File: src/sv/mrk_udiv.sv
module mrk_udiv #(
  parameter int WN  = 40,
  parameter int QW  = 21,
  parameter int DEN = 1000000
) (
  input  logic          clk,
  input  logic          rst_n,
  input  logic          start,
  input  logic [WN-1:0] num,
  output logic          busy,
  output logic [QW-1:0] q
);
  localparam int WD  = $clog2(DEN + 1);
  localparam int WD1 = WD + 1;
  localparam int CW  = $clog2(QW + 1);
  localparam logic [WD:0] DEN_V = WD1'(DEN);

  logic [WD-1:0] rem_r;
  logic [QW-1:0] nb_r;
  logic [QW-1:0] q_r;
  logic [CW-1:0] cnt_r;
  logic          busy_r;
  logic [WD:0]   trial;
  logic [WD:0]   diff;
  logic          ge;

  assign trial = {rem_r, nb_r[QW-1]};
  assign ge    = (trial >= DEN_V);
  assign diff  = trial - DEN_V;

  always_ff @(posedge clk) begin
    if (!rst_n) begin
      busy_r <= 1'b0;
      cnt_r  <= '0;
    end else if (start) begin
      busy_r <= 1'b1;
      cnt_r  <= CW'(QW);
    end else if (busy_r) begin
      cnt_r <= cnt_r - CW'(1);
      if (cnt_r == CW'(1)) busy_r <= 1'b0;
    end
    if (start) begin
      // upper bits stay below the divisor, so only QW quotient bits remain
      rem_r <= WD'(num >> QW);
      nb_r  <= num[QW-1:0];
      q_r   <= '0;
    end else if (busy_r) begin
      rem_r <= ge ? diff[WD-1:0] : trial[WD-1:0];
      nb_r  <= nb_r << 1;
      q_r   <= {q_r[QW-2:0], ge};
    end
  end

  assign busy = busy_r;
  assign q    = q_r;

endmodule

File: config.mk
export PLATFORM = sky130hd
export DESIGN_NAME = mrk_udiv
export DESIGN_NICKNAME = d
export VERILOG_FILES = /design/src/sv/mrk_udiv.sv
export SDC_FILE = /design/constraint.sdc
export NUM_CORES = 1
export LEC_CHECK = 0
export ABC_CLOCK_PERIOD_IN_PS = 2800
export BUFFER_PORTS_ARGS = -buffer_cell sky130_fd_sc_hd__buf_2
export CAP_MARGIN = 5
export CELL_PAD_IN_SITES_DETAIL_PLACEMENT = 0
export CELL_PAD_IN_SITES_GLOBAL_PLACEMENT = 1
export CORE_ASPECT_RATIO = 2
export CORE_MARGIN = 10
export CORE_UTILIZATION = 30
export DETAILED_ROUTE_END_ITERATION = 10
export HOLD_SLACK_MARGIN = 0.06
export PLACE_DENSITY = 0.63
export SLEW_MARGIN = 10
export SYNTH_ARGS = -nofsm -noshare
export SYNTH_HDL_FRONTEND = slang
export SYNTH_SLANG_ARGS = --single-unit
File: constraint.sdc
create_clock -name clk -period 2.8 [get_ports clk]
set_input_delay 0.14 -clock clk [delete_from_list [all_inputs] [get_ports clk]]
set_output_delay 0.14 -clock clk [all_outputs]
set_load 0.01 [all_outputs]
==> key figures <==
Status
  • Status: finished clean

Placement
  • Port Buffer Count: 64
  • GPL Wtd Cong: 0.809
  • Post-DP HPWL: 6.08 mm

Critical path
  • Critical path peak fanout: 8
  • R2r endpoint: rem_r[12]
  • Worst Setup Path Type: flip-flop to flip-flop
  • Crit path depth: 8
  • Worst reg2reg startpoint: rem_r[6]
  • CP delay by family, top: compound AO/OA/AOI/OAI gates
  • Worst path slowest cell: edfxtp_1
  • Worst EP required: 2.87 ns
  • Worst path bufs/invs: 2
  • Max incr delay on CP: 0.41 ns
  • CP endpoint: rem_r[12]
  • Startpoint type of the worst setup path: flip-flop
  • Critical path arrival: 2.36 ns
  • Setup crit start: rem_r[6]
  • FF-to-FF setup slack: 0.52 ns
  • Setup crit end kind: flip-flop
  • Worst reg2reg path depth: 8
  • Cell Chain, Critical Path: inv_1 > ha_1 > nor4b_2 > nand4b_1 > a211oi_2 > buf_4 > o211ai_1 > a221o_1

Synthesis
  • Yosys reg bits: 68
  • Top FF cell, synth: edfxtp_1
  • Mapped cell area: 0.00333 mm²
  • Synth top area share: 0.361
  • Area contributors post-synth: edfxtp_1 36%, dfxtp_1 17%, mux2_2 8.8%
  • Yosys top cell by area: edfxtp_1
  • Sequential cell area fraction in the yosys report: 0.530
  • Synth cell types: 58
  • Avg Cell Area, Syn: 11.7 µm²
  • Synth warnings: 0
  • Post-synth EDFFs: 40
  • Syn nets: 332
  • Post-synth ARST share: 0
  • Cells after Synth: 285

Clocking
  • Hold buffers post-CTS: 0
  • CTS Buffer Depth: 2
  • Post-cts gate resize count: 0
  • Num CTS Buffers: 9
  • Number of post-CTS setup repair buffers: 0
  • Skew-Pair Late Insertion Delay: 0.33 ns
  • CTS tree: yes
  • Clock sinks: 68
  • Clock Tree Root: clkbuf_16
  • Clock-pin slew on the worst setup and hold paths: 0.05 ns
  • H-tree Lvls: 3

Die
  • Core ar.: 0.0109 mm²
  • Die ar.: 0.0160 mm²
  • Die height: 169 µm
  • Die extent in x: 94.5 µm
  • Initial Utilization: 0.306
  • I/O pins: 65
  • Placement Rows: 54

Routing
  • Routed met1 length: 3.13 mm
  • Uppermost layer routed: met4
  • Drt drc: 0
  • DR pass1 iterations: 4
  • Via count: 2,465
  • DRT iter0 DRCs: 113
  • Met3 wire length: 261 µm
  • Met2 WL: 4.61 mm
  • Routed length per instance: 16.5 µm
  • Post-route antenna net violation count: 0
  • Post-Route WL: 8.19 mm
  • Avg Vias per Cell: 4.97

Global routing
  • Vias in the first global route: 2,639
  • Overflow after GRT: 0
  • GRT Total Usage: 0.108
  • Pin count of the biggest net entering global routing: 67
  • Antenna violations before repair: 0
  • Global-route wire length before repair: 13.4 mm

Timing
  • Clock skew: 0.00814 ns
  • Worst-Margin Slew: 0.725 ns
  • Fin. Hold Viols: 0
  • F_max: 0.438 GHz
  • Setup Viol. Count Final: 0
  • TNS Setup: 0 ns
  • Max Slew Vio Count: 0
  • RSZ-0062 raised after global routing: false
  • Part of the cycle the worst path needs: 0.816
  • Max-slew headroom: 0.517
  • Fin crit period: 2.28 ns

Job
  • Max_cap viols: 0

Power and ir drop
  • Max IR drop VDD: 0.355 mV
  • Total power: 2.87 mW
  • Pwr/cell area: 691 mW/mm²
  • Leak: 1.66 nW

Cells and area
  • Final nets: 398
  • Storage element area: 0.00176 mm²
  • Utilization after layout: 0.382
  • FILL cells: 1,100
  • Multi-input gate area: 0.00146 mm²
  • Fraction of layout cells with a size suffix above 1: 0.354
  • Area growth, synth to finish: 25.0%
  • Antenna Cells: 0

Hold path
  • Hold Path Class: input port to flip-flop
-- worst min-delay path by stage --
stage	endpoint	slack (ns)	cells after the start	startpoint
finish	nb_r[0]	0.10	2	num[0]
global route	nb_r[16]	0.10	2	num[16]
CTS	rem_r[7]	0.09	3	num[28]
detailed placement	rem_r[7]	0.42	3	num[28]
global placement	rem_r[7]	0.43	3	num[28]
floorplan	cnt_r[3]	0.29	2	rst_n
-- worst reg2reg max path, delay by kind of cell (launching register included) --
kind,cells,cell delay (ns)
AO/OA/AOI/OAI,3,0.74
adder cells (fa/ha/maj),1,0.13
buffers and inverters,2,0.30
flip-flops,1,0.41
AND/OR/NAND/NOR,2,0.46
-- metal layers --
layer  vias to the layer above  GRT usage
met5                         -          0
met4                         0     0.0576
met3                        12     0.0248
met2                        45      0.199
met1                      1198      0.106
li1                       1210          -
-- state kept, by name, indices dropped and copies added (netlist names) --
name and count:
q 21, cnt_r 5, rem_r 20, nb_r 21
busy 1
-- layout make-up --
type | instances | share of cell area
multi-input combinational | 192 | 0.351
tap | 140 | 0.0421
clock buffer | 9 | 0.0542
timing repair buffer | 71 | 0.0927
inverter | 9 | 0.00813
clock inverter | 7 | 0.0277
sequential | 68 | 0.424
-- power breakdown --
part           switching (mW)  total (mW)  internal, mW
clock                   0.414        1.28         0.866
combinational           0.181       0.348         0.166
sequential             0.0782        1.24          1.17
-- layout by cell type, fill, tap and decap left out, types with 2 or more instances in the layout --
master and instances:
buf_2 64, edfxtp_1 40, nor2_1 31, dfxtp_1 28, mux2_2 26, mux2i_1 20
nor3_1 14, nand2_1 9, clkbuf_16 9, inv_1 8, nand3_1 8, or2_2 6
a21oi_1 6, buf_4 6, o2111a_1 5, a21boi_0 5, o22ai_1 4, o31ai_1 4
ha_1 4, o21ai_0 3, nor2b_1 3, o32ai_1 3, xnor2_1 3, bufinv_16 3
nand4_1 2, clkinv_1 2, a221o_1 2, or3_1 2, o211ai_1 2, a311o_1 2
-- Yosys cell counts (2+ instances only) --
master	count
a21boi_0	5
a21oi_1	6
a221o_1	2
a311o_1	2
buf_1	4
clkbuf_1	10
dfxtp_1	28
edfxtp_1	40
ha_1	4
inv_1	8
mux2_2	26
mux2i_1	20
nand2_1	9
nand3_1	8
nand4_1	2
nor2_1	31
nor2b_1	3
nor3_1	14
o2111a_1	5
o211ai_1	2
o21ai_0	3
o22ai_1	4
o31ai_1	4
o32ai_1	3
or2_2	6
or3_1	2
xnor2_1	3
-- through the flow --
stage	instance area, µm²	hold slack (ns)	worst slack, ns	instances
finish	4160	0.101	0.515	496
global route	4160	0.102	0.361	496
CTS	4160	0.0853	0.487	496
detailed placement	3820	0.424	0.494	480
global placement	3820	0.425	0.575	480
floorplan	3330	0.290	0.619	285
-- logic make-up (layout without fill, tap and decap cells) --
group / after synthesis / after routing / share of synthesized area
muxes: 46 / 46 / 0.148
and+or+nand+nor: 87 / 87 / 0.137
buffers and inverters: 25 / 96 / 0.0308
adders and majority gates: 4 / 4 / 0.0150
AOI/OAI and AO/OA: 51 / 51 / 0.128
DFF: 68 / 68 / 0.530
xor gates and xnor gates: 4 / 4 / 0.0105
(Power assumes the default switching activity.)
