File: config.mk
export PLATFORM = sky130hd
export DESIGN_NAME = mrk_smul
export DESIGN_NICKNAME = d
export VERILOG_FILES = /design/src/sv/mrk_smul.sv
export SDC_FILE = /design/constraint.sdc
export NUM_CORES = 1
export LEC_CHECK = 0
export ABC_AREA = 1
export BUFFER_PORTS_ARGS = -buffer_cell sky130_fd_sc_hd__buf_4
export CAP_MARGIN = 5
export CORE_MARGIN = 5
export CORE_UTILIZATION = 53
export CTS_CLUSTER_DIAMETER = 30
export DETAILED_ROUTE_END_ITERATION = 8
export PLACE_DENSITY = 0.76
export SYNTH_ARGS = -nofsm -noshare
export SYNTH_HDL_FRONTEND = slang
export SYNTH_SLANG_ARGS = --single-unit
File: constraint.sdc
create_clock -name clk -period 2.98 [get_ports clk]
set_input_delay 0.447 -clock clk [delete_from_list [all_inputs] [get_ports clk]]
set_output_delay 0.447 -clock clk [all_outputs]
set_load 0.01 [all_outputs]
File: src/sv/mrk_smul.sv
module mrk_smul #(
  parameter int WA = 24,
  parameter int WB = 18
) (
  input  logic                  clk,
  input  logic                  rst_n,
  input  logic                  start,
  input  logic signed [WA-1:0]  a,
  input  logic signed [WB-1:0]  b,
  output logic                  busy,
  output logic signed [WA+WB-1:0] p
);
  localparam int PW = WA + WB;
  localparam int CW = $clog2(WB + 1);

  logic signed [PW-1:0] mc_r;
  logic signed [PW-1:0] acc_r;
  logic signed [PW-1:0] addend;
  logic [WB-1:0]        mb_r;
  logic [CW-1:0]        cnt_r;
  logic                 busy_r;
  logic                 last;

  assign last = (cnt_r == CW'(1));

  // the multiplier's sign bit carries negative weight
  always_comb begin
    if (!mb_r[0]) addend = '0;
    else if (last) addend = -mc_r;
    else addend = mc_r;
  end

  always_ff @(posedge clk) begin
    if (!rst_n) begin
      busy_r <= 1'b0;
      cnt_r  <= '0;
    end else if (start) begin
      busy_r <= 1'b1;
      cnt_r  <= CW'(WB);
    end else if (busy_r) begin
      cnt_r <= cnt_r - CW'(1);
      if (last) busy_r <= 1'b0;
    end
    if (start) begin
      mc_r  <= PW'(a);
      mb_r  <= b;
      acc_r <= '0;
    end else if (busy_r) begin
      acc_r <= acc_r + addend;
      mc_r  <= mc_r <<< 1;
      mb_r  <= mb_r >> 1;
    end
  end

  assign busy = busy_r;
  assign p    = acc_r;

endmodule

==> results.yml <==
finish:
  fin_area_sq_um: 13800
  syn2layout_area_growth_pct: 61.3
  fin_cells: 1829
  drive_above_1_share_pct: 46.2
  final_core_utilization_pct: 86.9
  nets: 1698
  diodes: 0
pwr:
  p_clk_share_pct: 22.9
  p_int_mw: 3.46
  comb_power_share_pct: 44.4
  peakVddDrop_mv: 0.430
  seqPwrFrac_pct: 32.7
  swShare_pct: 40.4
  p_switching_mw: 2.35
  power_density_nw_per_um2: 421
  p_total_mw: 5.80
  p_leak_nw: 6.51
floorplan:
  coreArea_sq_um: 15900
  ioPinCount: 88
  start_util_pct: 53.9
  rows: 46
  die_y_um: 137
  die_area_sq_um: 18800
  dieWidth_um: 137
timing:
  final.period_utilization_pct: 132
  timing.fmax_ghz: 0.254
  skew_ns: 0.0160
  worstMarginPinSlew_ns: 0.800
  hold_viol_final: 0
  fin_ws_ns: -0.964
  finalHoldWorstSlack_ns: 0.304
  finalSetupViolCount: 35
  finalSetupTns_ns: -20.45
  slew_headroom_pct: 46.6
  rsz0062_at_grt: "yes"
  finalMaxSlewViolations: 0
  period_needed_ns: 3.94
setup_path:
  crit_fanout: 4
  worst-setup-path-type: "flop to flop"
  worstPathCellList: "inv_2 -> ha_4 -> nand2_4 -> nor2_4 -> nand2_4 -> nor3_4 -> nand3_2 -> nand2_4 -> buf_12 -> buf_4 -> a21oi_4 -> ha_4 -> buf_6 -> nand2_8 -> nor2_4 -> nand2_1 -> nor4_4 -> nand2_1 -> nand3_4 -> nand2_2 -> nand3_2 -> nand2_1 -> nor2_1 -> nor2_1"
  cp.arrival_ns: 4.23
  critPathTopFamily: "simple AND/OR/NAND/NOR gates"
  r2r_slack_ns: -0.96
  r2r_cells: 24
  crit_buf_inv: 4
  crit_path_start_kind: "flop"
  worstPathRequired_ns: 3.27
  reg2reg_from: "mc_r[0]"
  r2r_end: "p[40]"
  critPathMaxStageDelay_ns: 0.43
  slowest_stage: "edfxtp_1"
  cp-end-kind: "flop"
placement:
  hpwl_um: 21800
  port_buffers: 87
  placedCellCount: 1763
  place_ws_ns: -0.445
  place_congestion: 0.942
  dpl_cell_area_sq_um: 11100
detailed_routing:
  drt_pass1_iterations: 9
  ant_nets: 0
  drt_iter0_markers: 1747
  routed_wl_um: 42300
  via_per_inst: 6.38
  drt_drc_violations_left: 2
  vias: 11674
  wl_per_cell_um: 23.1
global_routing:
  grt_pass1_vias: 9905
  grt_overflow_total: 0
  grt_usage_pct: 34.3
  grt_max_degree: 62
  antenna_found_initial: 2
  grt_pass1_wl_um: 50300
clocking:
  cts_tree: "done"
  clock-sinks: 108
  clk_pin_slew_ns: 0.10
  cts_root_buf: "clkbuf_16"
  clockBufferDepth: 2
  clkLatencyLatePin_ns: 0.39
  cts_buffers: 9
  htreeDepth: 3
synth:
  synthMuxAreaShare_pct: 0
  synth_fa_ha_area_share_pct: 6.67
  syn_nets: 1353
  synth-simple-area-share_pct: 32.0
  ys_seq_elements: 108
  synth.area.top_cells: "edfxtp_1, nand2_1, dfxtp_1, nor2_1, ha_1"
  ys.flop_type: "edfxtp_1"
  synth_top_family_by_area: "simple AND/OR/NAND/NOR gates"
  synth_edf_count: 60
  postSynthCellCount: 1263
  synth_top_area_share_pct: 21.1
  synth_warnings: 0
  ys_seq_area_share_pct: 32.3
  synthesis.area_sq_um: 8550
  avgSynthCellArea_sq_um: 6.77
  ys_types: 58
  synth_compound_area_share_pct: 18.3
  synthArstFlopShare_pct: 0
  synth_top_area_cell: "edfxtp_1"
  synth-xor-area-share_pct: 2.25
status:
  violations: "DRC, setup timing"
  status: "finished, violations left"
min_path:
  worstHoldEndpoint: "busy"
  min_path_type: "primary input to flop"
  hold_start: "rst_n"
  hold_depth: 3
flow_run:
  cap_violations: 0
sequential cells by signal, indices dropped and copies added, names as in the netlist:
signal,count
busy,1
cnt_r,5
mb_r,18
mc_r,42
p,42
placed cells by master (no fill, tap or decap), types with 5 or more instances in the layout:
master	count
ha_1	20
a21oi_1	41
nand2_1	239
dfxtp_1	47
nor2_2	25
o21ai_0	71
inv_2	27
buf_6	37
nor3_2	6
edfxtp_1	60
nand3_2	20
a21oi_2	36
ha_4	20
clkbuf_16	9
o21ai_2	20
nor3_1	16
xor2_1	10
o21ai_4	15
nor2_1	128
nor3_4	5
xnor2_1	5
buf_4	326
nor2_4	32
nand2_4	36
nand3_4	8
inv_1	121
nand4_1	14
a21oi_4	25
nand2_2	45
o21ai_1	30
nand3_1	32
layout make-up:
class,count,area [sq um]
timing repair buffer,367,2940
clock buffer,9,225
sequential,108,2760
fill,800,2090
tap,216,270
inverter,155,597
multi-input combinational,967,6920
clock inverter,7,82.6
repair_timing:
item	4_1_cts	5_1_grt
hold endpoints to repair	0	0
pin swaps	89	129
endpoints found under the setup margin	35	36
resized for setup	259	230
hold buffers	0	0
setup buffers	30	30
layer usage:
layer	wire length (um)	track usage (%)	part of all wire, %
met1	14500	43.4	34
met2	17800	56.5	42
met3	5570	6.32	13
met4	4280	16.4	10
met5	91	0	0.22
cells in the mapped netlist (2+ instances only):
| master | instances |
|---|---|
| dfxtp_1 | 48 |
| clkinv_1 | 3 |
| nand3_2 | 9 |
| nand3b_1 | 2 |
| nor2_2 | 12 |
| nand3_1 | 50 |
| ha_1 | 44 |
| nor3_4 | 2 |
| a21boi_0 | 2 |
| buf_1 | 3 |
| o211ai_1 | 3 |
| o21bai_1 | 11 |
| o21ai_0 | 106 |
| nand4_1 | 14 |
| buf_2 | 3 |
| a31oi_1 | 4 |
| xnor2_1 | 9 |
| a21o_1 | 4 |
| o21ai_1 | 21 |
| o21ai_2 | 7 |
| clkbuf_1 | 22 |
| nor2_4 | 3 |
| and2_1 | 3 |
| a21oi_1 | 94 |
| nor4_1 | 2 |
| o21a_1 | 4 |
| xor2_1 | 13 |
| buf_4 | 3 |
| nor3_1 | 24 |
| a211oi_1 | 2 |
| nor2_1 | 170 |
| nand2_2 | 12 |
| inv_2 | 10 |
| nand2_1 | 308 |
| inv_1 | 142 |
| and3_1 | 2 |
| nor4_2 | 4 |
| a21oi_2 | 8 |
| edfxtp_1 | 60 |
| o21ai_4 | 2 |
worst register-to-register path, stage by stage (launching register included):
cell	delay, ns
edfxtp_1	0.43
inv_2	0.11
ha_4	0.16
nand2_4	0.06
nor2_4	0.14
nand2_4	0.08
nor3_4	0.26
nand3_2	0.16
nand2_4	0.12
buf_12	0.12
buf_4	0.11
a21oi_4	0.07
ha_4	0.34
buf_6	0.13
nand2_8	0.07
nor2_4	0.16
nand2_1	0.30
nor4_4	0.28
nand2_1	0.14
nand3_4	0.13
nand2_2	0.09
nand3_2	0.08
nand2_1	0.07
nor2_1	0.18
nor2_1	0.06
cell families (layout without fill, tap and decap cells):
logic type | Yosys count | in the layout
adder cells (fa/ha/maj) | 45 | 45
AND/OR/NAND/NOR | 624 | 624
flip-flops | 108 | 108
XOR/XNOR | 22 | 22
buffers and inverters | 188 | 538
AO/OA/AOI/OAI | 276 | 276
how the worst max path moves through the flow:
| stage | slack [ns] | cells after the start | end | start |
|---|---|---|---|---|
| 3_5_place_dp | -0.44 | 24 | p[41] | mc_r[0] |
| 5_1_grt | -1.12 | 22 | p[25] | mc_r[1] |
| 2_1_floorplan | -0.07 | 27 | p[41] | mc_r[0] |
| 3_3_place_gp | -0.38 | 24 | p[41] | mc_r[0] |
| 4_1_cts | -0.35 | 26 | p[41] | mc_r[1] |
| 6_report | -0.96 | 24 | p[40] | mc_r[0] |
power groups by stage:
stage / sequential [mW] / clock [mW] / combinational, mW
CTS: 1.88 / 1.31 / 2.02
finish: 1.90 / 1.33 / 2.58
floorplan: 1.89 / 0 / 0.859
global placement: 1.89 / 0 / 1.67
global route: 1.90 / 1.39 / 2.68
detailed placement: 1.90 / 0 / 1.70
Note: power is estimated with default switching activity, not from simulation.
